### src/rtl/core/tsc_pkg.sv
// tsc_pkg: widths, fixed-point constants and the item type shared by the
// sine/cosine series pipeline. No dependencies.
package tsc_pkg;

  localparam int ANGLE_W   = 17;
  localparam int VALUE_W   = 18;
  localparam int MAG_W     = 17;
  localparam int TERMS_DEF = 8;

  localparam logic OP_SIN = 1'b0;
  localparam logic OP_COS = 1'b1;

  localparam logic [MAG_W-1:0] ANGLE_LIMIT = 17'd46080;

  // Q28 series arithmetic
  localparam int FRAC   = 28;
  localparam int R_W    = 30;
  localparam int X2_W   = 32;
  localparam int TERM_W = 31;
  localparam int SUM_W  = 34;

  // degrees -> radians: r = mag*RAD_INT + floor((mag*RAD_REM + RAD_BIAS) / RAD_DIV)
  localparam int Y_W    = 35;
  localparam int BASE_W = 32;
  localparam int QE_W   = 15;
  localparam logic [14:0] RAD_INT   = 15'd18301;
  localparam logic [17:0] RAD_REM   = 18'd140414;
  localparam logic [19:0] RAD_BIAS  = 20'd703125;
  localparam logic [20:0] RAD_DIV   = 21'd1406250;
  // floor(2^42 / RAD_DIV), applied to y >> RAD_SHIFT
  localparam logic [21:0] RAD_RECIP       = 22'd3127499;
  localparam int          RAD_SHIFT       = 10;
  localparam int          RAD_RECIP_SHIFT = 32;

  // Q28 -> Q16 output
  localparam int               RND_SHIFT = FRAC - 16;
  localparam logic [16:0]      ONE_OUT   = 17'd65536;

  typedef struct packed {
    logic                     op;
    logic                     neg;
    logic                     oor;
    logic [X2_W-1:0]          x2;
    logic [TERM_W-1:0]        term;
    logic signed [SUM_W-1:0]  sum;
  } tsc_item_t;

  // trailing zero count of a small constant
  function automatic int ctz(input int d);
    int   n;
    logic done;
    n    = 0;
    done = 1'b0;
    for (int i = 0; i < 16; i++) begin
      if (!done) begin
        if (d[i]) begin
          done = 1'b1;
        end else begin
          n = n + 1;
        end
      end
    end
    return n;
  endfunction

endpackage

### src/rtl/core/tsc_front.sv
// tsc_front: six-stage front end. Folds the angle, converts it to Q28 radians,
// squares it and builds the first series item. Depends on tsc_pkg.
module tsc_front (
  input  logic                               clk,
  input  logic                               rst,
  input  logic                               feed_valid,
  output logic                               feed_ready,
  input  logic                               feed_op,
  input  logic signed [tsc_pkg::ANGLE_W-1:0] feed_angle,
  output logic                               pass_valid,
  input  logic                               pass_ready,
  output tsc_pkg::tsc_item_t                 pass_item
);
  import tsc_pkg::*;

  localparam int STAGES = 6;
  localparam int YH_W   = Y_W - RAD_SHIFT;
  localparam int RP_W   = YH_W + $bits(RAD_RECIP);
  localparam int SQ_W   = 2 * R_W;

  logic [STAGES-1:0] v;
  logic [STAGES:0]   rdy;
  logic [STAGES-1:0] v_in;

  assign rdy[STAGES] = pass_ready;
  for (genvar i = 0; i < STAGES; i++) begin : g_rdy
    assign rdy[i] = !v[i] || rdy[i+1];
  end
  assign feed_ready = rdy[0];
  assign v_in       = {v[STAGES-2:0], feed_valid};
  assign pass_valid = v[STAGES-1];

  always_ff @(posedge clk) begin
    if (rst) begin
      v <= '0;
    end else begin
      for (int i = 0; i < STAGES; i++) begin
        if (rdy[i]) begin
          v[i] <= v_in[i];
        end
      end
    end
  end

  // stage 0: fold sign, range check
  logic [MAG_W-1:0] ang_bits, mag_c, mag0;
  logic             op0, neg0, oor0;
  assign ang_bits = feed_angle;
  assign mag_c    = ang_bits[MAG_W-1] ? (~ang_bits + 1'b1) : ang_bits;

  always_ff @(posedge clk) begin
    if (rdy[0]) begin
      op0  <= feed_op;
      neg0 <= ang_bits[MAG_W-1];
      oor0 <= mag_c > ANGLE_LIMIT;
      mag0 <= mag_c;
    end
  end

  // stage 1: integer part and remainder numerator of the conversion
  logic [Y_W-1:0]    y1;
  logic [BASE_W-1:0] base1;
  logic              op1, neg1, oor1;

  always_ff @(posedge clk) begin
    if (rdy[1]) begin
      y1    <= Y_W'(mag0) * Y_W'(RAD_REM) + Y_W'(RAD_BIAS);
      base1 <= BASE_W'(mag0) * BASE_W'(RAD_INT);
      op1   <= op0;
      neg1  <= neg0;
      oor1  <= oor0;
    end
  end

  // stage 2: quotient estimate by reciprocal, low by at most one
  logic [RP_W-1:0]   rp_c;
  logic [Y_W-1:0]    y2;
  logic [BASE_W-1:0] base2;
  logic [QE_W-1:0]   qe2;
  logic              op2, neg2, oor2;
  assign rp_c = RP_W'(y1[Y_W-1:RAD_SHIFT]) * RP_W'(RAD_RECIP);

  always_ff @(posedge clk) begin
    if (rdy[2]) begin
      qe2   <= QE_W'(rp_c >> RAD_RECIP_SHIFT);
      y2    <= y1;
      base2 <= base1;
      op2   <= op1;
      neg2  <= neg1;
      oor2  <= oor1;
    end
  end

  // stage 3: remainder
  logic [Y_W-1:0]    rem3;
  logic [BASE_W-1:0] base3;
  logic [QE_W-1:0]   qe3;
  logic              op3, neg3, oor3;

  always_ff @(posedge clk) begin
    if (rdy[3]) begin
      rem3  <= y2 - Y_W'(qe2) * Y_W'(RAD_DIV);
      qe3   <= qe2;
      base3 <= base2;
      op3   <= op2;
      neg3  <= neg2;
      oor3  <= oor2;
    end
  end

  // stage 4: corrected radians, Q28
  logic [BASE_W-1:0] r_sum;
  logic [R_W-1:0]    r4;
  logic              op4, neg4, oor4;
  assign r_sum = base3 + BASE_W'(qe3) + BASE_W'(rem3 >= Y_W'(RAD_DIV));

  always_ff @(posedge clk) begin
    if (rdy[4]) begin
      r4   <= R_W'(r_sum);
      op4  <= op3;
      neg4 <= neg3;
      oor4 <= oor3;
    end
  end

  // stage 5: square, first term
  logic [SQ_W-1:0]   sq_c;
  logic [TERM_W-1:0] t0_c;
  assign sq_c = SQ_W'(r4) * SQ_W'(r4) + (SQ_W'(1) << (FRAC - 1));
  assign t0_c = (op4 == OP_COS) ? (TERM_W'(1) << FRAC) : TERM_W'(r4);

  always_ff @(posedge clk) begin
    if (rdy[5]) begin
      pass_item.op   <= op4;
      pass_item.neg  <= neg4;
      pass_item.oor  <= oor4;
      pass_item.x2   <= sq_c[FRAC+X2_W-1:FRAC];
      pass_item.term <= t0_c;
      pass_item.sum  <= signed'(SUM_W'(t0_c));
    end
  end

endmodule

### config.mk
export PLATFORM = sky130hd
export DESIGN_NAME = tsc_front
export DESIGN_NICKNAME = d
export VERILOG_FILES = /design/src/rtl/core/tsc_pkg.sv /design/src/rtl/core/tsc_front.sv
export SDC_FILE = /design/constraint.sdc
export NUM_CORES = 2
export LEC_CHECK = 0
export ABC_AREA = 0
export BUFFER_PORTS_ARGS = -buffer_cell sky130_fd_sc_hd__buf_2
export CORE_MARGIN = 2
export CORE_UTILIZATION = 40
export CTS_CLUSTER_DIAMETER = 200
export DETAILED_ROUTE_END_ITERATION = 8
export GPL_ROUTABILITY_DRIVEN = 0
export MAX_ROUTING_LAYER = met4
export PLACE_DENSITY = 0.64
export SLEW_MARGIN = 5
export SYNTH_ARGS = -nofsm -noshare
export SYNTH_HDL_FRONTEND = slang
export SYNTH_SLANG_ARGS = --single-unit
### constraint.sdc
create_clock -name clk -period 7.05 [get_ports clk]
set_input_delay 1.7625 -clock clk [delete_from_list [all_inputs] [get_ports clk]]
set_output_delay 1.7625 -clock clk [all_outputs]
set_load 0.02 [all_outputs]
==> flow_metrics.py <==
metrics = {
    "finish": {
        "fillers": 14700,
        "fin_area_sq_um": 75000,
        "final_nets": 9042,
        "drive_gt1_frac": 0.157,
        "antennaDiodeCount": 0,
        "area_growth_pct": 16.4,
    },
    "logic_synthesis": {
        "syn_avg_cell_area_sq_um": 10.4,
        "synth-edff-count": 347,
        "synth_seq_area_share": 0.164,
        "yosysWarnings": 0,
        "muxShareOfSynthArea": 0.000951,
        "synth_cell_type_count": 81,
        "synthXorXnorAreaFrac": 0.0332,
        "yosys.area_share.simple": 0.0711,
        "synthAdderAreaFrac": 0.561,
        "yosysMostFrequentCell": "inv_1",
        "ys.flop_type": "edfxtp_1",
        "synth_compound_gate_area_share": 0.0556,
        "ys_seq_elements": 353,
        "synth_common_cells": "inv_1 (1786), fa_1 (1240), ha_1 (907)",
        "yosys.area.top_type": "fa_1",
        "synth.cell_area_sq_um": 64500,
        "synth_top_family_by_area": "adder cells",
        "netlist_top_cells_area": "fa_1 (39%), ha_1 (18%), edfxtp_1 (16%)",
        "yosysTopAreaCellShare": 0.385,
        "synthCells": 6173,
        "synthArstFlopShare": 0,
    },
    "routing": {
        "drc_errors": 0,
        "drt_iter0_drc": 2527,
        "drt_pass1_iterations": 7,
        "avgRoutedWirePerCell_um": 17.3,
        "final_antenna_net_count": 0,
        "wl_um": 157000,
        "vias_per_cell": 4.81,
        "via_count": 43600,
    },
    "sta": {
        "fin_tns_setup_ps": -16520,
        "slew_headroom": 0.298,
        "hold_violations": 0,
        "fin_crit_sh": 1.10,
        "slew_viol_final": 0,
        "setup_slack_ps": -677,
        "fin_crit_ps": 7730,
        "rsz0062_at_grt": "true",
        "setup_violations": 33,
        "fmax_ghz": 0.129,
        "tightest_slew_ps": 1050,
        "fin_skew_ps": 89.1,
    },
    "global_routing": {
        "grt_first_pass_wirelength_um": 254000,
        "grt_max_degree": 83,
        "grt_pass1_vias": 47500,
        "track_usage": 0.202,
        "grt_antenna_before_repair": 0,
        "grt_overflow": 0,
    },
    "critical_path": {
        "cp-end-kind": "flop",
        "ff2ff_setup_slack_ps": -680,
        "crit_path_start_kind": "flop",
        "cp_data_required_time_ps": 7440,
        "slowest_stage": "fa_2",
        "critPathMostFrequentCell": "fa_1",
        "slowest_delay_ps": 590,
        "worst_ep_arrival_time_ps": 8120,
        "critPathMaxFanout": 6,
        "worstSetupPathType": "reg2reg",
    },
    "die": {
        "initial_core_util": 0.402,
        "die_height_um": 405,
        "dieArea_sq_um": 164000,
        "die_w_um": 405,
        "io_pins": 124,
        "core_area_sq_um": 160000,
        "num_rows": 147,
    },
    "clocking": {
        "cts_tree": "done",
        "cts_hold_buf": 0,
        "worstSkewPairLatency_ps": 660,
        "h-tree-depth": 2,
        "cts-root-buf": "clkbuf_16",
        "clkSlewWorstSetupHoldPaths_ps": 60,
        "clock-sinks": 353,
        "numCtsBuffers": 41,
        "cts_buffer_depth": 3,
    },
    "place": {
        "portBuffers": 118,
        "hpwl_um": 136000,
        "placed_area_sq_um": 72200,
    },
    "run_status": {
        "violations": "negative setup slack",
        "outcome": "complete, but fails checks",
    },
    "job": {
        "maxCapViolations": 0,
    },
    "min_path": {
        "hp-class": "reg2reg",
    },
}
worst paths after layout:
path                                      start  depth (start not counted)                 endpoint
worst max register to register  r4[7]$_DFFE_PP_                         26  pass_item[85]$_DFFE_PP_
worst max-delay path            r4[7]$_DFFE_PP_                         26  pass_item[85]$_DFFE_PP_
worst min register to register   neg3$_DFFE_PP_                          0           neg4$_DFFE_PP_
worst min-delay path             neg3$_DFFE_PP_                          0           neg4$_DFFE_PP_
sequential cells by signal, indices dropped and copies added (netlist names), 6 cells and up:
name	flops
rem3	34
qe3	15
pass_item	65
base1	30
y2	33
r4	30
qe2	15
base3	30
y1	33
base2	30
mag0	17
v	6
final cells by class:
| cell class | instances | area, sq um | share of cell area |
|---|---|---|---|
| Clock buffer | 49 | 1060 | 0.0141 |
| Clock inverter | 27 | 287 | 0.00382 |
| Inverter | 1802 | 6780 | 0.0903 |
| Sequential cell | 353 | 10500 | 0.140 |
| Multi-Input combinational cell | 3897 | 47700 | 0.636 |
| Tap cell | 2160 | 2700 | 0.0360 |
| Timing Repair Buffer | 778 | 5970 | 0.0796 |
placed cells by master, fill, tap and decap left out, types with 38 or more instances in the layout:
cell type  netlist  final
ha_1           907    875
nor2_1         175    165
clkbuf_16        0     41
and2_1         161    150
buf_4           35    599
a21o_1          87     87
o21ai_0         85     72
buf_6            0     38
buf_2            2    118
xor2_1          87     85
nor2b_1         40     40
nand3_1         48     46
inv_1         1786   1759
xnor2_1        157    150
edfxtp_1       347    347
a21oi_1        185    159
nand2_1        332    316
fa_1          1240   1216
critical path, delay by kind of cell (launching register included):
kind | cells | cell delay [ps]
XOR/XNOR | 1 | 150
buffers and inverters | 6 | 560
AO/OA/AOI/OAI | 6 | 1260
flip-flops | 1 | 550
adder cells (fa/ha/maj) | 9 | 4020
AND/OR/NAND/NOR | 4 | 920
per-stage QoR:
step	util	instances	setup slack [ps]	hold slack, ps
after floorplan	-	6177	-333	400
after global placement	0.451	8939	-759	402
after detailed placement	0.451	8939	-879	405
after CTS	0.464	9057	-625	409
after global routing	0.468	9066	-877	416
final	0.468	9066	-677	413
cell families (layout without fill, tap and decap cells):
logic type | count (synthesis) | in the layout
muxes | 6 | 6
adders and majority gates | 2147 | 2147
DFF | 353 | 353
xor gates and xnor gates | 244 | 244
buffers and inverters | 1927 | 2656
AOI/OAI and AO/OA | 556 | 556
and+or+nand+nor | 939 | 939
other | 1 | 5
repair_timing:
action                                  CTS  global route
setup buffers                            46            26
endpoints found under the setup margin   42            55
pin swaps                                87           107
resized for setup                        97           160
routing by layer:
metal / GRT usage / routed length (um) / share of wire / up-vias
met5: - / 0 / 0 / -
met4: 0.0433 / 3700 / 0.024 / 0
met3: 0.0216 / 7160 / 0.046 / 203
met2: 0.332 / 75900 / 0.48 / 945
met1: 0.270 / 70200 / 0.45 / 22100
li1: - / - / - / 20400
Power is left out: the tool's default activity adds up to more than one toggle a clock period on the data nets, which glitch-free logic cannot reach.
