## src/rtl/core/tsc_pkg.sv

```systemverilog
// tsc_pkg: widths, fixed-point constants and the item type shared by the
// sine/cosine series pipeline. No dependencies.
package tsc_pkg;

  localparam int ANGLE_W   = 17;
  localparam int VALUE_W   = 18;
  localparam int MAG_W     = 17;
  localparam int TERMS_DEF = 8;

  localparam logic OP_SIN = 1'b0;
  localparam logic OP_COS = 1'b1;

  localparam logic [MAG_W-1:0] ANGLE_LIMIT = 17'd46080;

  // Q28 series arithmetic
  localparam int FRAC   = 28;
  localparam int R_W    = 30;
  localparam int X2_W   = 32;
  localparam int TERM_W = 31;
  localparam int SUM_W  = 34;

  // degrees -> radians: r = mag*RAD_INT + floor((mag*RAD_REM + RAD_BIAS) / RAD_DIV)
  localparam int Y_W    = 35;
  localparam int BASE_W = 32;
  localparam int QE_W   = 15;
  localparam logic [14:0] RAD_INT   = 15'd18301;
  localparam logic [17:0] RAD_REM   = 18'd140414;
  localparam logic [19:0] RAD_BIAS  = 20'd703125;
  localparam logic [20:0] RAD_DIV   = 21'd1406250;
  // floor(2^42 / RAD_DIV), applied to y >> RAD_SHIFT
  localparam logic [21:0] RAD_RECIP       = 22'd3127499;
  localparam int          RAD_SHIFT       = 10;
  localparam int          RAD_RECIP_SHIFT = 32;

  // Q28 -> Q16 output
  localparam int               RND_SHIFT = FRAC - 16;
  localparam logic [16:0]      ONE_OUT   = 17'd65536;

  typedef struct packed {
    logic                     op;
    logic                     neg;
    logic                     oor;
    logic [X2_W-1:0]          x2;
    logic [TERM_W-1:0]        term;
    logic signed [SUM_W-1:0]  sum;
  } tsc_item_t;

  // trailing zero count of a small constant
  function automatic int ctz(input int d);
    int   n;
    logic done;
    n    = 0;
    done = 1'b0;
    for (int i = 0; i < 16; i++) begin
      if (!done) begin
        if (d[i]) begin
          done = 1'b1;
        end else begin
          n = n + 1;
        end
      end
    end
    return n;
  endfunction

endpackage

```

## src/rtl/core/tsc_cell.sv

```systemverilog
// tsc_cell: one series term, three stages. Forms t_k from t_{k-1} and x^2 with
// a rounded divide by the term's constant, and adds it to (even K) or subtracts
// it from (odd K) the running sum. Depends on tsc_pkg.
module tsc_cell #(
  parameter int K = 1
) (
  input  logic               clk,
  input  logic               rst,
  input  logic               feed_valid,
  output logic               feed_ready,
  input  tsc_pkg::tsc_item_t feed_item,
  output logic               pass_valid,
  input  logic               pass_ready,
  output tsc_pkg::tsc_item_t pass_item
);
  import tsc_pkg::*;

  localparam int STAGES = 3;
  localparam int P_W    = TERM_W + X2_W;
  localparam int WS_W   = 64;
  localparam int W_W    = WS_W - FRAC;
  localparam int WSH_W  = 33;
  localparam int QE_W_C = 32;
  localparam int REM_W  = 42;

  // divisor d = 2^e * o, o odd; o is divided by reciprocal floor(2^33 / o)
  localparam int D_SIN = (2 * K) * (2 * K + 1);
  localparam int D_COS = (2 * K - 1) * (2 * K);
  localparam int E_SIN = ctz(D_SIN);
  localparam int E_COS = ctz(D_COS);
  localparam int O_SIN = D_SIN >> E_SIN;
  localparam int O_COS = D_COS >> E_COS;
  localparam logic [31:0] M_SIN = 32'((longint'(1) << 33) / O_SIN);
  localparam logic [31:0] M_COS = 32'((longint'(1) << 33) / O_COS);
  localparam logic ONE_SIN  = (O_SIN == 1);
  localparam logic ONE_COS  = (O_COS == 1);
  localparam logic SUBTRACT = K[0];

  logic [STAGES-1:0] v;
  logic [STAGES:0]   rdy;
  logic [STAGES-1:0] v_in;

  assign rdy[STAGES] = pass_ready;
  for (genvar i = 0; i < STAGES; i++) begin : g_rdy
    assign rdy[i] = !v[i] || rdy[i+1];
  end
  assign feed_ready = rdy[0];
  assign v_in       = {v[STAGES-2:0], feed_valid};
  assign pass_valid = v[STAGES-1];

  always_ff @(posedge clk) begin
    if (rst) begin
      v <= '0;
    end else begin
      for (int i = 0; i < STAGES; i++) begin
        if (rdy[i]) begin
          v[i] <= v_in[i];
        end
      end
    end
  end

  // stage 1: t * x^2
  logic [P_W-1:0] p1;
  tsc_item_t      it1;

  always_ff @(posedge clk) begin
    if (rdy[0]) begin
      p1  <= P_W'(feed_item.term) * P_W'(feed_item.x2);
      it1 <= feed_item;
    end
  end

  // stage 2: round and drop 2^28 and 2^e, then quotient estimate (low by up to two)
  logic              is_cos2;
  logic [WS_W-1:0]   d_sel, wsum;
  logic [W_W-1:0]    w_c, wsh_c;
  logic [WSH_W-1:0]  wsh_t;
  logic [31:0]       m_sel;
  logic              one_sel;
  logic [63:0]       est_c;
  logic [QE_W_C-1:0] qe_c, qe2;
  logic [WSH_W-1:0]  wsh2;
  tsc_item_t         it2;

  assign is_cos2 = (it1.op == OP_COS);
  assign d_sel   = is_cos2 ? WS_W'(D_COS) : WS_W'(D_SIN);
  assign wsum    = WS_W'(p1) + (d_sel << (FRAC - 1));
  assign w_c     = wsum[WS_W-1:FRAC];
  assign wsh_c   = is_cos2 ? (w_c >> E_COS) : (w_c >> E_SIN);
  assign wsh_t   = wsh_c[WSH_W-1:0];
  assign m_sel   = is_cos2 ? M_COS : M_SIN;
  assign one_sel = is_cos2 ? ONE_COS : ONE_SIN;
  assign est_c   = 64'(wsh_t[WSH_W-1:1]) * 64'(m_sel);
  assign qe_c    = one_sel ? QE_W_C'(wsh_t) : est_c[63:32];

  always_ff @(posedge clk) begin
    if (rdy[1]) begin
      qe2  <= qe_c;
      wsh2 <= wsh_t;
      it2  <= it1;
    end
  end

  // stage 3: remainder correction and accumulate
  logic [REM_W-1:0]        o_sel, rem_c;
  logic [QE_W_C:0]         q_c;
  logic [TERM_W-1:0]       t_c;
  logic signed [SUM_W-1:0] t_ext;
  tsc_item_t               pass_item_next;

  assign o_sel = (it2.op == OP_COS) ? REM_W'(O_COS) : REM_W'(O_SIN);
  assign rem_c = REM_W'(wsh2) - REM_W'(qe2) * o_sel;
  assign q_c   = (QE_W_C + 1)'(qe2) + (QE_W_C + 1)'(rem_c >= o_sel)
               + (QE_W_C + 1)'(rem_c >= (o_sel << 1));
  assign t_c   = q_c[TERM_W-1:0];
  assign t_ext = signed'(SUM_W'(t_c));

  always_comb begin
    pass_item_next      = it2;
    pass_item_next.term = t_c;
    pass_item_next.sum  = SUBTRACT ? (it2.sum - t_ext) : (it2.sum + t_ext);
  end

  always_ff @(posedge clk) begin
    if (rdy[2]) begin
      pass_item <= pass_item_next;
    end
  end

endmodule

```

## config.mk

```make
export PLATFORM = sky130hd
export DESIGN_NAME = tsc_cell
export DESIGN_NICKNAME = d
export VERILOG_FILES = /design/src/rtl/core/tsc_pkg.sv /design/src/rtl/core/tsc_cell.sv
export SDC_FILE = /design/constraint.sdc
export NUM_CORES = 2
export LEC_CHECK = 0
export BUFFER_PORTS_ARGS = -buffer_cell sky130_fd_sc_hd__buf_2
export CORE_ASPECT_RATIO = 0.5
export CORE_MARGIN = 4
export CORE_UTILIZATION = 59
export DETAILED_ROUTE_END_ITERATION = 6
export PLACE_DENSITY = 0.85
export REMOVE_ABC_BUFFERS = 1
export SYNTH_ARGS = -nofsm -noshare
export SYNTH_HDL_FRONTEND = slang
export SYNTH_SLANG_ARGS = --single-unit
```

## constraint.sdc

```tcl
create_clock -name clk -period 10.6 [get_ports clk]
set_input_delay 1.06 -clock clk [delete_from_list [all_inputs] [get_ports clk]]
set_output_delay 1.06 -clock clk [all_outputs]
set_load 0.1 [all_outputs]
```

==> flow_metrics.env <==
export IMPL_synthCells=6204
export IMPL_pre_cts_ws_ns=0.276
export IMPL_num_rows=83
export IMPL_slew_limit_headroom_pct=23.1
export IMPL_io_pins=206
export IMPL_synth_edf_count=337
export IMPL_r2r_end="qe2[24]$_DFFE_PP_"
export IMPL_drv_slew=0
export IMPL_yosysSeqAreaShare_pct=16.5
export IMPL_netlist_cell_type_count=81
export IMPL_drc=4
export IMPL_endpoint_kind="flop"
export IMPL_cp_arrival_ns=10.45
export IMPL_clock_skew_ns=0.0175
export IMPL_drive_gt1_share_pct=5.86
export IMPL_cts_sinks=340
export IMPL_cp_max_fo=5
export IMPL_fmax_mhz=98.8
export IMPL_setup_viol=0
export IMPL_globalplace_congestion=1.03
export IMPL_initial_core_util_pct=59.8
export IMPL_reg2reg_depth=34
export IMPL_vias=44200
export IMPL_r2r_start="p1[29]$_DFFE_PP_"
export IMPL_area_growth_syn_to_layout_pct=5.76
export IMPL_critPathMostFrequentCell="fa_1"
export IMPL_cpPeakStageDelay_ns=0.57
export IMPL_cts_tree="done"
export IMPL_design_die_area_um2=110000
export IMPL_violations="DRC"
export IMPL_holdPathStages=0
export IMPL_grt_max_degree=72
export IMPL_worst_slew_pin_slew_ns=1.15
export IMPL_overflow=0
export IMPL_wire_per_inst_um=21.6
export IMPL_crit_slowest_cell="fa_1"
export IMPL_start_kind="flop"
export IMPL_htree_levels=1
export IMPL_final_util_pct=63.3
export IMPL_met3_usage_pct=8.49
export IMPL_clk_latency_ns=0.58
export IMPL_synth_main_ff_cell="edfxtp_1"
export IMPL_cap_violations=0
export IMPL_grtUsageMet2_pct=49.4
export IMPL_cts_made_buffers=29
export IMPL_port_buffers=205
export IMPL_status="complete, but fails checks"
export IMPL_r2r_setup_slack_ns=0.48
export IMPL_grtUsageMet1_pct=40.2
export IMPL_avgViaCountPerCell=5.72
export IMPL_coreArea_um2=103000
export IMPL_grt_use_total_pct=30.9
export IMPL_final_net_count=8298
export IMPL_antenna_found_initial=10
export IMPL_clkTransAtPathRegs_ns=0.07
export IMPL_cp_required_ns=10.93
export IMPL_cts_hold_buf=0
export IMPL_first_pass_iters=7
export IMPL_period_share_pct=95.5
export IMPL_antenna_left=0
export IMPL_hold_path_startpoint="it1[29]$_DFFE_PP_"
export IMPL_die_x_um=465
export IMPL_netlist_area_um2=61700
export IMPL_cts_root_buffer="clkbuf_16"
export IMPL_hold_viol=0
export IMPL_setup_ws_ns=0.475
export IMPL_dpl_hpwl_um=136000
export IMPL_ys_ff_latch=340
export IMPL_yosys_warnings=0
export IMPL_hold_class="reg -> reg"
export IMPL_wirelength_um=167000
export IMPL_grt_pass1_wl_um=264000
export IMPL_die_height_um=237
export IMPL_avgSynthCellArea_um2=9.95
export IMPL_dr_first_iter_drc_count=4043
export IMPL_top_usage_layer="met2"
export IMPL_synthArstFlopShare_pct=0
export IMPL_crit_type="reg -> reg"
export IMPL_rsz0062_at_grt="true"
export IMPL_grt_pass1_vias=47700
export IMPL_period_needed_ns=10.12
export IMPL_hold_end="it2[29]$_DFFE_PP_"
export IMPL_clock_path_buffers=3
export IMPL_final_setup_tns_ns=0
[how the worst max path moves through the flow]
stage                           start                       to  slack [ns]  cells after the start
CTS                 it2[99]$_DFFE_PP_  pass_item[32]$_DFFE_PP_        0.14                     31
global placement    it2[99]$_DFFE_PP_  pass_item[32]$_DFFE_PP_        0.51                     30
finish               p1[29]$_DFFE_PP_        qe2[24]$_DFFE_PP_        0.48                     34
global route         qe2[0]$_DFFE_PP_  pass_item[29]$_DFFE_PP_      -0.007                     39
floorplan           is_cos2$_DFFE_PP_        qe2[27]$_DFFE_PP_        0.08                     40
detailed placement  it2[99]$_DFFE_PP_  pass_item[29]$_DFFE_PP_        0.28                     35
[placed cells by master, fill, tap and decap left out, types with 68 or more instances in the layout]
master | netlist | layout
nand2_1 | 904 | 903
inv_1 | 1581 | 1579
nor2_1 | 109 | 109
buf_4 | 1 | 82
o21ai_0 | 69 | 68
edfxtp_1 | 337 | 337
fa_1 | 1259 | 1259
ha_1 | 639 | 637
buf_2 | 1 | 205
and2_1 | 221 | 221
a21oi_1 | 138 | 137
xnor2_1 | 126 | 126
a21o_1 | 81 | 81
[sequential cells by signal, summed over array words and instances (netlist names)]
name       cells
wsh2          33
pass_item    100
is_cos2        1
qe2           32
v              3
p1            34
it2           69
it1           68
[cell type report]
cell class / instances / area, um^2
fill: 7781 / 37900
inverter: 1584 / 5950
tap: 1402 / 1750
multi-input combinational: 4052 / 44800
antenna: 6 / 15.0
sequential: 340 / 10200
timing repair buffer: 289 / 1670
clock buffer: 34 / 744
clock inverter: 20 / 175
[worst max-delay path, delay by kind of cell (launching register included)]
kind | cells | cell delay (ns)
buffers and inverters | 6 | 0.41
multiplexers | 1 | 0.27
XOR/XNOR | 2 | 0.32
adder cells (fa/ha/maj) | 10 | 4.63
AO/OA/AOI/OAI | 7 | 1.53
AND/OR/NAND/NOR | 8 | 2.26
flip-flops | 1 | 0.43
[cells in the mapped netlist (38+ instances only)]
library cell     n  area, um^2
inv_1         1581        5930
fa_1          1259       25200
nand2_1        904        3390
ha_1           639        8000
edfxtp_1       337       10100
and2_1         221        1380
clkbuf_1       212         796
a21oi_1        138         691
xnor2_1        126        1100
nor2_1         109         409
a21o_1          81         608
o21ai_0         69         345
nand2b_1        51         319
nand3_1         49         245
xor2_1          49         429
nand4_1         38         238
[repair_timing]
| action | in CTS | in global routing |
|---|---|---|
| resized for setup | 0 | 16 |
| setup endpoints to repair | 0 | 22 |
| buffers inserted | 0 | 3 |
[cells by family (layout without fill, tap and decap cells)]
family	Yosys count	after routing	share of synthesized area [%]
other	0	6	0
buffers and inverters	1812	1927	11.1
xor gates and xnor gates	175	175	2.48
and+or+nand+nor	1496	1496	11.0
DFF	340	340	16.5
muxes	6	6	0.101
AOI/OAI and AO/OA	474	474	4.98
adders and majority gates	1901	1901	53.8
[per-stage QoR]
step,instance area (um^2),hold slack [ns],std cells
finish,65300,0.414,7727
global placement,64200,0.401,7664
floorplan,60800,0.400,5976
CTS,65100,0.415,7718
detailed placement,64200,0.405,7664
global route,65300,0.420,7726
[per-layer routing]
layer,part of all wire (%),up-vias
met5,0.011,-
li1,-,19000
met2,46,2666
met3,12,579
met4,5.2,4
met1,37,21900
Power is not shown: default switching activity piles up to over one toggle a cycle in this logic, so the estimate is an artifact.
