File: src/rtl/core/tsc_pkg.sv
// tsc_pkg: widths, fixed-point constants and the item type shared by the
// sine/cosine series pipeline. No dependencies.
package tsc_pkg;

  localparam int ANGLE_W   = 17;
  localparam int VALUE_W   = 18;
  localparam int MAG_W     = 17;
  localparam int TERMS_DEF = 8;

  localparam logic OP_SIN = 1'b0;
  localparam logic OP_COS = 1'b1;

  localparam logic [MAG_W-1:0] ANGLE_LIMIT = 17'd46080;

  // Q28 series arithmetic
  localparam int FRAC   = 28;
  localparam int R_W    = 30;
  localparam int X2_W   = 32;
  localparam int TERM_W = 31;
  localparam int SUM_W  = 34;

  // degrees -> radians: r = mag*RAD_INT + floor((mag*RAD_REM + RAD_BIAS) / RAD_DIV)
  localparam int Y_W    = 35;
  localparam int BASE_W = 32;
  localparam int QE_W   = 15;
  localparam logic [14:0] RAD_INT   = 15'd18301;
  localparam logic [17:0] RAD_REM   = 18'd140414;
  localparam logic [19:0] RAD_BIAS  = 20'd703125;
  localparam logic [20:0] RAD_DIV   = 21'd1406250;
  // floor(2^42 / RAD_DIV), applied to y >> RAD_SHIFT
  localparam logic [21:0] RAD_RECIP       = 22'd3127499;
  localparam int          RAD_SHIFT       = 10;
  localparam int          RAD_RECIP_SHIFT = 32;

  // Q28 -> Q16 output
  localparam int               RND_SHIFT = FRAC - 16;
  localparam logic [16:0]      ONE_OUT   = 17'd65536;

  typedef struct packed {
    logic                     op;
    logic                     neg;
    logic                     oor;
    logic [X2_W-1:0]          x2;
    logic [TERM_W-1:0]        term;
    logic signed [SUM_W-1:0]  sum;
  } tsc_item_t;

  // trailing zero count of a small constant
  function automatic int ctz(input int d);
    int   n;
    logic done;
    n    = 0;
    done = 1'b0;
    for (int i = 0; i < 16; i++) begin
      if (!done) begin
        if (d[i]) begin
          done = 1'b1;
        end else begin
          n = n + 1;
        end
      end
    end
    return n;
  endfunction

endpackage

File: src/rtl/core/tsc_out.sv
// tsc_out: sign fix-up, Q28 -> Q16 rounding (halves away from zero),
// saturation and the output register. Depends on tsc_pkg.
module tsc_out (
  input  logic                               clk,
  input  logic                               rst,
  input  logic                               feed_valid,
  output logic                               feed_ready,
  input  tsc_pkg::tsc_item_t                 feed_item,
  output logic                               pass_valid,
  input  logic                               pass_ready,
  output logic signed [tsc_pkg::VALUE_W-1:0] value,
  output logic                               out_of_range
);
  import tsc_pkg::*;

  localparam int ABS_W = SUM_W - 1;
  localparam int RS_W  = SUM_W;
  localparam int RND_W = RS_W - RND_SHIFT;
  localparam int MO_W  = $bits(ONE_OUT);

  logic [1:0] v;
  logic [2:0] rdy;

  assign rdy[2] = pass_ready;
  assign rdy[1] = !v[1] || rdy[2];
  assign rdy[0] = !v[0] || rdy[1];
  assign feed_ready = rdy[0];
  assign pass_valid = v[1];

  always_ff @(posedge clk) begin
    if (rst) begin
      v <= '0;
    end else begin
      if (rdy[0]) begin
        v[0] <= feed_valid;
      end
      if (rdy[1]) begin
        v[1] <= v[0];
      end
    end
  end

  // stage 1: magnitude and result sign; negative sine angles flip the sign
  logic [SUM_W-1:0] neg_sum;
  logic [ABS_W-1:0] abs1;
  logic             sgn1, oor1;
  assign neg_sum = -feed_item.sum;

  always_ff @(posedge clk) begin
    if (rdy[0]) begin
      abs1 <= feed_item.sum[SUM_W-1] ? neg_sum[ABS_W-1:0] : feed_item.sum[ABS_W-1:0];
      sgn1 <= feed_item.sum[SUM_W-1] ^ ((feed_item.op == OP_SIN) && feed_item.neg);
      oor1 <= feed_item.oor;
    end
  end

  // stage 2: round, clamp, output register
  logic [RS_W-1:0]    rs_c;
  logic [RND_W-1:0]   rnd_c;
  logic [MO_W-1:0]    mag_c;
  logic [VALUE_W-1:0] val_c;
  assign rs_c  = RS_W'(abs1) + (RS_W'(1) << (RND_SHIFT - 1));
  assign rnd_c = rs_c[RS_W-1:RND_SHIFT];
  assign mag_c = (rnd_c > RND_W'(ONE_OUT)) ? ONE_OUT : rnd_c[MO_W-1:0];
  assign val_c = sgn1 ? (-VALUE_W'(mag_c)) : VALUE_W'(mag_c);

  always_ff @(posedge clk) begin
    if (rdy[1]) begin
      value        <= oor1 ? '0 : signed'(val_c);
      out_of_range <= oor1;
    end
  end

endmodule

File: config.mk
export PLATFORM = sky130hd
export DESIGN_NAME = tsc_out
export DESIGN_NICKNAME = d
export VERILOG_FILES = /design/src/rtl/core/tsc_pkg.sv /design/src/rtl/core/tsc_out.sv
export SDC_FILE = /design/constraint.sdc
export NUM_CORES = 1
export LEC_CHECK = 0
export ABC_AREA = 1
export BUFFER_PORTS_ARGS = -buffer_cell sky130_fd_sc_hd__buf_2
export CAP_MARGIN = 0
export CORE_MARGIN = 3
export CORE_UTILIZATION = 30
export DETAILED_ROUTE_END_ITERATION = 12
export PLACE_DENSITY = 0.66
export SLEW_MARGIN = 20
export SYNTH_ARGS = -nofsm -noshare
export SYNTH_HDL_FRONTEND = slang
export SYNTH_SLANG_ARGS = --single-unit
export TNS_END_PERCENT = 50
File: constraint.sdc
create_clock -name clk -period 2.6 [get_ports clk]
set_clock_uncertainty 0.1 [all_clocks]
set_input_delay 0.13 -clock clk [delete_from_list [all_inputs] [get_ports clk]]
set_output_delay 0.13 -clock clk [all_outputs]
set_load 0.02 [all_outputs]
==> results of run 1 <==
## final cells by class
class | count | area, sq um
flip-flops and latches | 45 | 1330
well taps | 140 | 175
clock buffers | 5 | 125
repair buffers | 149 | 992
inverters | 64 | 243
multi-input cells | 361 | 2060
clock inverters | 3 | 21.3
fillers | 1128 | 6080
## state kept, by name, summed over array words and instances (netlist names)
signal	cells
value	18
out_of_range	1
oor1	1
sgn1	1
abs1	22
v	2
## cells in the mapped netlist (all sizes together)
| library cell | number | area [sq um] |
|---|---|---|
| nor2 | 82 | 375 |
| clkbuf | 2 | 7.51 |
| nand3b | 2 | 15.0 |
| inv | 64 | 240 |
| nand2 | 142 | 573 |
| o211ai | 3 | 22.5 |
| o21bai | 1 | 7.51 |
| o41ai | 2 | 17.5 |
| and2 | 1 | 6.26 |
| nand4 | 11 | 68.8 |
| ha | 2 | 25.0 |
| xnor2 | 10 | 87.6 |
| dfxtp | 2 | 40.0 |
| o311ai | 1 | 8.76 |
| o31ai | 3 | 22.5 |
| a21oi | 14 | 70.1 |
| buf | 5 | 33.8 |
| a21boi | 3 | 22.5 |
| nand3 | 33 | 185 |
| o21a | 1 | 7.51 |
| edfxtp | 43 | 1290 |
| or2 | 1 | 6.26 |
| xor2 | 18 | 158 |
| o21ai | 21 | 105 |
| nor3 | 7 | 35.0 |
| nor4 | 2 | 12.5 |
| nor3b | 1 | 7.51 |
## worst reg2reg max path, cell delays in order, from the launching register on
cell	delay (ns)
edfxtp_1	0.36
buf_6	0.11
ha_4	0.16
nand2_4	0.06
nor2_4	0.16
nand2_4	0.10
nor2_4	0.10
nand2_1	0.05
nand2_1	0.06
nand2_2	0.06
nor2_1	0.10
nand2_1	0.06
nor2_1	0.09
nand2_1	0.10
nand2_4	0.11
inv_4	0.04
nor2_2	0.08
inv_2	0.06
ha_4	0.16
nand2_4	0.08
inv_2	0.04
nand3_2	0.06
nand2_2	0.07
a21oi_2	0.15
nor2_1	0.05
## per-stage QoR
| step | cells | hold slack (ns) |
|---|---|---|
| finish | 767 | 0.0368 |
| global route | 767 | 0.0512 |
| CTS | 766 | 0.0354 |
| detailed placement | 750 | 0.208 |
| global placement | 750 | 0.202 |
| floorplan | 477 | 0.0991 |
## power by group through the flow
stage	registers (uW)	clock network, uW	logic (uW)
after floorplan	959	0	308
after global placement	937	0	615
after detailed placement	939	0	627
after CTS	924	660	673
after global routing	933	685	757
final	923	642	682
## repair_timing
action	CTS	global route
pin swaps	19	14
gates cloned	0	0
resized for setup	35	15
endpoints found under the hold margin	3	0
hold buffers	3	0
buffers inserted	5	1
endpoints found under the setup margin	17	17
## kinds of logic after synthesis
group | count (synthesis)
flip-flops | 45
buffers and inverters | 71
XOR/XNOR | 28
AND/OR/NAND/NOR | 282
adder cells (fa/ha/maj) | 2
AO/OA/AOI/OAI | 49
## per-layer routing
layer / global-route usage (%) / vias up
met5: 0 / -
met3: 2.09 / 6
met2: 25.0 / 64
li1: - / 1843
met1: 15.9 / 1498
met4: 3.77 / 0
## worst max-delay path by stage
| stage | from | endpoint | slack, ns | depth (start not counted) |
|---|---|---|---|---|
| final | abs1[12]$_DFFE_PP_ | value[10]$_SDFFCE_PP0P_ | -0.22 | 24 |
| after global routing | abs1[12]$_DFFE_PP_ | value[10]$_SDFFCE_PP0P_ | -0.48 | 24 |
| after CTS | abs1[12]$_DFFE_PP_ | value[8]$_SDFFCE_PP0P_ | -0.21 | 24 |
| after detailed placement | abs1[12]$_DFFE_PP_ | value[8]$_SDFFCE_PP0P_ | -0.33 | 21 |
| after global placement | abs1[12]$_DFFE_PP_ | value[8]$_SDFFCE_PP0P_ | -0.24 | 21 |
| after floorplan | abs1[12]$_DFFE_PP_ | value[8]$_SDFFCE_PP0P_ | -0.09 | 23 |
==> impl_metrics.ini, run 1 <==
[synth]
syn_area_sq_um = 3450
synth-adder-area-share_pct = 0.725
synthXorXnorAreaFrac_pct = 7.10
synth_top_family_by_area = simple AND/OR/NAND/NOR gates
ys_types = 36
ys_warn_count = 0
synth_nets = 583
synth-seq-cells = 45
synth-compound-area-share_pct = 8.23
seq_area_frac_synth_pct = 38.6
synthMuxAreaShare_pct = 0
synthSimpleGateAreaFrac_pct = 37.2
avgSynthCellArea_sq_um = 7.24
synthCells = 477

[clock_network]
clkTransAtPathRegs_ns = 0.07
insertion_delay_ns = 0.29
cts_root_buffer = clkbuf_16
numCtsBuffers = 5
htreeDepth = 2
clock_path_buffers = 2
clock-sinks = 45
cts_tree = yes

[power]
clkPwrFrac_pct = 28.6
p_leak_uw = 0.00236
switchingPower_uw = 710
switching_share_pct = 31.6
power_uw = 2250
p_per_area_nw_per_um2 = 454
p_seq_share_pct = 41.1
power_frac_comb_pct = 30.3
vdd_ir_drop_max_uv = 264
internal-power_uw = 1540

[timing]
tns_ns = -1.82
slew-limit-headroom_pct = 47.3
max_clock_freq_ghz = 0.355
setup_violations = 16
period_needed_ns = 2.82
drv_slew = 0
worstMarginPinSlew_ns = 0.789
hold_violations = 0
rsz0062_at_grt = yes
setup_ws_ns = -0.220
period_share_pct = 108

[setup_path]
worst_ep_arrival_time_ns = 2.77
r2r_cells = 24
cpPeakStageDelay_ns = 0.36
r2r-start = abs1[12]$_DFFE_PP_
rr_endpoint = value[10]$_SDFFCE_PP0P_
required_ns = 2.55
path_buf_inv = 4
path_max_fanout = 4
rrSetupSlack_ns = -0.22
crit_family = simple AND/OR/NAND/NOR gates
crit_chain = buf_6 > ha_4 > nand2_4 > nor2_4 > nand2_4 > nor2_4 > nand2_1 > nand2_1 > nand2_2 > nor2_1 > nand2_1 > nor2_1 > nand2_1 > nand2_4 > inv_4 > nor2_2 > inv_2 > ha_4 > nand2_4 > inv_2 > nand3_2 > nand2_2 > a21oi_2 > nor2_1
critPathSlowestCell = edfxtp_1
worstSetupPathType = flop to flop
end_kind = flop
worstSetupStartpointType = flop

[global_routing]
grt_pass1_wl_um = 14200
grt_use_total_pct = 13.4
grt_max_degree = 25
globalRoute.totalOverflow = 0
antenna_found_initial = 0
grt_pass1_vias = 3195

[detailed_routing]
viasPerCell = 4.45
post_drt_wl_per_cell_um = 11.3
top_layer_used = met4
first_pass_iters = 4
post-route-drc-count = 0
dr_wl_met2_um = 4350
wl_met3_um = 318
num_vias = 3411
wl_met1_um = 3910
drt-initial-drc-count = 133
wirelength_um = 8660
final_antenna_net_count = 0

[layout]
final_common_cell = nand2_1
drive_gt1_share_pct = 36.2
syn2layout_area_growth_pct = 43.3
final_cell_mix = 116 x nand2_1, 80 x buf_4, 62 x nor2_1, 61 x buf_2, 58 x inv_1
postLayoutCoreUtil_pct = 44.8
layout.nets = 732
design_area_sq_um = 4950
diodes = 0

[die]
fp.dieW_um = 113
dieArea_sq_um = 12800
core_sq_um = 11000
placementRows = 38
start_util_pct = 31.3
ios = 125
die_h_um = 113

[min_path]
hold_path_end = abs1[32]$_DFFE_PP_
hold_depth = 2
hp-class = input pin to flop
worstHoldStart = feed_item[32]

[run_status]
status = finished, violations left
violations = setup timing

[place]
gp_congestion = 0.835
place_area_sq_um = 4530
place_hpwl_um = 7190
pre_cts_slack_ns = -0.335
port_buffers = 61

[run]
drv_cap = 0
Power figures use the tool's default switching activity.
==> inputs of run 2 (changes only) <==
Settings changed: PLACE_DENSITY 0.66 to 0.64, SKIP_LAST_GASP from default to 1.
Clock period 2.6 ns to 3.2 ns, I/O delays scaled along.
==> impl_metrics.ini, run 2 (synthesis results as in run 1) <==
[die]
die_h_um = 113
ios = 125
core_sq_um = 11000
start_util_pct = 31.3
placementRows = 38
fp.dieW_um = 113
dieArea_sq_um = 12800

[power]
p_per_area_nw_per_um2 = 407
switching_share_pct = 29.6
power_frac_comb_pct = 23.0
switchingPower_uw = 514
p_leak_uw = 0.00198
clkPwrFrac_pct = 33.4
internal-power_uw = 1220
vdd_ir_drop_max_uv = 269
p_seq_share_pct = 43.6

[clock_network]
cts_root_buffer = clkbuf_16
clock-sinks = 45
clkTransAtPathRegs_ns = 0.06
numCtsBuffers = 5
clock_path_buffers = 2
htreeDepth = 2
cts_tree = yes
insertion_delay_ns = 0.29

[place]
place_area_sq_um = 3940
pre_cts_slack_ns = 0.0945
port_buffers = 61
place_hpwl_um = 6420
gp_congestion = 0.858

[timing]
drv_slew = 0
max_clock_freq_ghz = 0.341
worstMarginPinSlew_ns = 0.769
setup_violations = 0
period_share_pct = 91.7
timing.hold.ws_ns = 0.0649
tns_ns = 0
period_needed_ns = 2.93
hold_violations = 0
setup_ws_ns = 0.266
slew-limit-headroom_pct = 48.6

[setup_path]
rr_endpoint = value[10]$_SDFFCE_PP0P_
end_kind = flop
required_ns = 3.14
endpoint = value[10]$_SDFFCE_PP0P_
r2r_cells = 23
worstSetupStartpointType = flop
worst_ep_arrival_time_ns = 2.88
rrSetupSlack_ns = 0.27
startpoint = abs1[11]$_DFFE_PP_
path_max_fanout = 4
r2r-start = abs1[11]$_DFFE_PP_
worstSetupPathType = flop to flop

[run]
drv_cap = 0

[detailed_routing]
wirelength_um = 7730
dr_wl_met2_um = 3740
num_vias = 3177
wl_met1_um = 3540
final_antenna_net_count = 0
post_drt_wl_per_cell_um = 11.1
wl_met3_um = 352
first_pass_iters = 5
post-route-drc-count = 0
top_layer_used = met4
viasPerCell = 4.58
drt-initial-drc-count = 102

[global_routing]
grt_pass1_vias = 2929
grt_max_degree = 26
antenna_found_initial = 0
grt_use_total_pct = 12.2
globalRoute.totalOverflow = 0
grt_pass1_wl_um = 12900

[min_path]
hp-class = input pin to flop

[layout]
final_common_cell = nand2_1
syn2layout_area_growth_pct = 23.7
final_cell_mix = 120 x nand2_1, 65 x nor2_1, 61 x buf_2, 60 x inv_1, 43 x edfxtp_1
layout.nets = 659
postLayoutCoreUtil_pct = 38.7
regMostFlops = abs1
reg_top3 = abs1 (22), value (18), v (2)
largest_reg_flops = 22
fill_cells = 1208
drive_gt1_share_pct = 24.0
design_area_sq_um = 4270
diodes = 0

[run_status]
status = finished clean
run 2: cell types whose count changed in the layout (fill, tap and decap cells not counted), sizes merged:
cell | previous run | this run
bufinv | 0 | 1
clkbuf | 5 | 6
inv | 65 | 64
buf | 146 | 73
clkinvlp | 1 | 0
run 2: worst min-delay path by stage:
stage	start	endpoint	slack, ns	depth (start not counted)
after global placement	rst	v[1]$_SDFFE_PP0P_	0.23	2
after CTS	feed_item[32]	abs1[32]$_DFFE_PP_	0.06	2
after floorplan	rst	v[0]$_SDFFE_PP0P_	0.13	1
after detailed placement	rst	v[0]$_SDFFE_PP0P_	0.24	2
after global routing	feed_item[32]	abs1[32]$_DFFE_PP_	0.08	2
final	feed_item[32]	abs1[32]$_DFFE_PP_	0.06	2
run 2: power groups by stage:
stage / clock network [uW] / logic, uW / registers [uW]
3_3_place_gp: 0 / 363 / 769
2_1_floorplan: 0 / 243 / 779
5_1_grt: 622 / 450 / 766
3_5_place_dp: 0 / 370 / 770
4_1_cts: 595 / 374 / 758
6_report: 580 / 399 / 758
run 2: layout make-up:
cell class	instances	area [sq um]	share of cell area, %
timing repair buffer	76	429	10.0
tap	140	175	4.10
inverter	64	240	5.63
clock inverter	2	38.8	0.908
multi-input combinational	361	1930	45.1
sequential	45	1330	31.2
clock buffer	6	129	3.02
run 2: worst max-delay path: stages (launching register included):
cell	delay, ns
edfxtp_1	0.38
ha_2	0.22
nand2_2	0.07
nor2_4	0.21
nand2_4	0.09
nor2_4	0.11
nand2_1	0.08
nand2_2	0.09
nand2_1	0.06
nor2_1	0.08
nand2_1	0.07
nor2_2	0.12
nand2_2	0.08
nand2_4	0.08
inv_2	0.04
nor2_1	0.07
inv_1	0.08
ha_4	0.18
nand2_4	0.07
inv_2	0.04
nand3_2	0.06
nand2_2	0.08
a21oi_2	0.15
nor2_1	0.05
run 2: timing repair:
item	CTS	global route
setup endpoints to repair	0	11
setup buffers	0	6
gates resized for setup	0	27
hold endpoints to repair	3	0
hold buffers	3	0
run 2: stage by stage:
stage	power (uW)	instances
after global placement	1130	677
final	1740	694
after CTS	1730	688
after floorplan	1020	477
after detailed placement	1140	677
after global routing	1840	694
run 2: routing by layer:
layer,up-vias,track usage (%)
met3,5,2.25
met5,-,0
met2,76,21.4
met4,0,3.61
li1,1703,-
met1,1393,15.3
==> inputs of run 3 (changes only) <==
Settings changed: CORE_UTILIZATION 30 to 39, PLACE_DENSITY 0.64 to 0.76.
==> impl_metrics.ini, run 3 (synthesis results as in run 1) <==
[run_status]
status = finished clean

[layout]
syn2layout_area_growth_pct = 20.6
final_common_cell = nand2_1
regMostFlops = abs1
diodes = 0
design_area_sq_um = 4160
ff_latch_area_sq_um = 1330
final_cell_mix = 114 x nand2_1, 63 x nor2_1, 61 x buf_2, 60 x inv_1, 43 x edfxtp_1
finalNonFillerCells = 659
fill_cells = 861
reg_top3 = abs1 (22), value (18), v (2)
largest_reg_flops = 22
drive_gt1_share_pct = 25.5
layout.nets = 659
multi_input_area_sq_um = 1950

[setup_path]
rrSetupSlack_ns = 0.24
r2r-start = abs1[12]$_DFFE_PP_
required_ns = 3.16
worst_ep_arrival_time_ns = 2.91
worstSetupStartpointType = flop
worstSetupPathType = flop to flop
r2r_cells = 21
end_kind = flop
path_max_fanout = 7
rr_endpoint = value[8]$_SDFFCE_PP0P_

[timing]
period_needed_ns = 2.96
max_clock_freq_ghz = 0.338
setup_violations = 0
hold_violations = 0
worstMarginPinSlew_ns = 0.778
tns_ns = 0
drv_slew = 0
slew-limit-headroom_pct = 48.0
period_share_pct = 92.4

[place]
place_area_sq_um = 3880
gp_congestion = 0.915
port_buffers = 61
place_inst = 641
place_hpwl_um = 5990

[clock_network]
cts_tree = yes
clkTransAtPathRegs_ns = 0.08
htreeDepth = 2
cts_root_buffer = clkbuf_8
insertion_delay_ns = 0.30
numCtsBuffers = 5
clock_path_buffers = 2
clock-sinks = 45

[power]
switchingPower_uw = 492
clkPwrFrac_pct = 22.8
switching_share_pct = 32.8
vdd_ir_drop_max_uv = 154
p_leak_uw = 0.00192
p_seq_share_pct = 50.5
power_frac_comb_pct = 26.7
internal-power_uw = 1010
p_per_area_nw_per_um2 = 361

[detailed_routing]
drt-initial-drc-count = 108
first_pass_iters = 4
post-route-drc-count = 0
viasPerCell = 4.88
num_vias = 3219
wirelength_um = 7400
post_drt_wl_per_cell_um = 11.2
final_antenna_net_count = 0

[die]
placementRows = 33
die_h_um = 100
start_util_pct = 41.0
fp.dieW_um = 100
core_sq_um = 8420
ios = 125
dieArea_sq_um = 10000

[global_routing]
grt_pass1_wl_um = 11900
grt_max_degree = 26
grt_pass1_vias = 2804
globalRoute.totalOverflow = 0
antenna_found_initial = 0
grt_use_total_pct = 14.4

[run]
drv_cap = 0

[min_path]
hold_depth = 2
worstHoldStart = feed_item[32]
hp-class = input pin to flop
hold_path_end = abs1[32]$_DFFE_PP_
==> run 3: cell count changes in the layout (fill, tap and decap cells not counted), moves of 2 or more <==
cell,previous run,this run
clkinvlp_4,0,2
nand2_1,120,114
clkbuf_16,5,0
nor2_2,8,11
clkbuf_8,0,5
nand2_2,17,23
nor2_1,65,63
==> run 3: worst max-delay path, cell delays in order (launching register included) <==
cell,delay [ns]
edfxtp_1,0.42
buf_4,0.13
nand2_1,0.08
nor2_4,0.22
nand3_2,0.16
o21ai_1,0.24
nand2_1,0.08
nor2_1,0.12
nand2_1,0.06
nor2_1,0.13
nand2_2,0.08
nand2_4,0.07
inv_2,0.04
nor2_1,0.08
inv_1,0.06
ha_2,0.20
nand2_4,0.08
inv_2,0.05
nand3_2,0.07
nand2_2,0.07
o21ai_1,0.16
nor2_1,0.05
==> run 3: routing by layer <==
| metal | routed length [um] | track usage, % | vias to the layer above |
|---|---|---|---|
| met3 | 376 | 2.71 | 9 |
| met1 | 3240 | 17.1 | 1427 |
| li1 | - | - | 1703 |
| met5 | 0 | 0 | - |
| met4 | 99 | 4.25 | 0 |
| met2 | 3680 | 26.5 | 80 |
==> run 3: worst max-delay path by stage <==
stage	from	end	slack [ns]
global route	abs1[12]$_DFFE_PP_	value[8]$_SDFFCE_PP0P_	-0.006
finish	abs1[12]$_DFFE_PP_	value[8]$_SDFFCE_PP0P_	0.24
floorplan	abs1[11]$_DFFE_PP_	value[8]$_SDFFCE_PP0P_	0.38
detailed placement	abs1[11]$_DFFE_PP_	value[8]$_SDFFCE_PP0P_	0.09
global placement	abs1[11]$_DFFE_PP_	value[8]$_SDFFCE_PP0P_	0.14
CTS	abs1[11]$_DFFE_PP_	value[8]$_SDFFCE_PP0P_	0.08
==> run 3: through the flow <==
step           util, %  total power [uW]  setup slack [ns]  hold slack (ns)
3_3_place_gp      46.1              1120             0.144            0.232
5_1_grt           49.4              1600          -0.00581           0.0677
2_1_floorplan        -              1020             0.384            0.129
4_1_cts           47.5              1480            0.0806           0.0589
3_5_place_dp      46.1              1130            0.0897            0.235
6_report          49.4              1500             0.242           0.0638
==> run 3: area by class of cell <==
class	instances	area share, %
Sequential cell	45	32.0
Inverter	64	5.77
Clock inverter	2	0.361
Timing Repair Buffer	76	10.2
Clock buffer	6	1.74
Multi-Input combinational cell	361	46.8
Tap cell	105	3.16
==> run 3: timing repair <==
item                                    in CTS  in global routing
endpoints found under the setup margin       0                 13
buffers inserted                             0                  7
hold buffers                                 3                  0
resized for setup                            0                 33
hold endpoints to repair                     3                  0
==> run 3: power by group through the flow <==
stage / Sequential, uW / Combinational [uW] / Clock, uW
floorplan: 779 / 243 / 0
global placement: 766 / 356 / 0
detailed placement: 768 / 365 / 0
CTS: 754 / 369 / 356
global route: 767 / 449 / 380
finish: 758 / 401 / 342
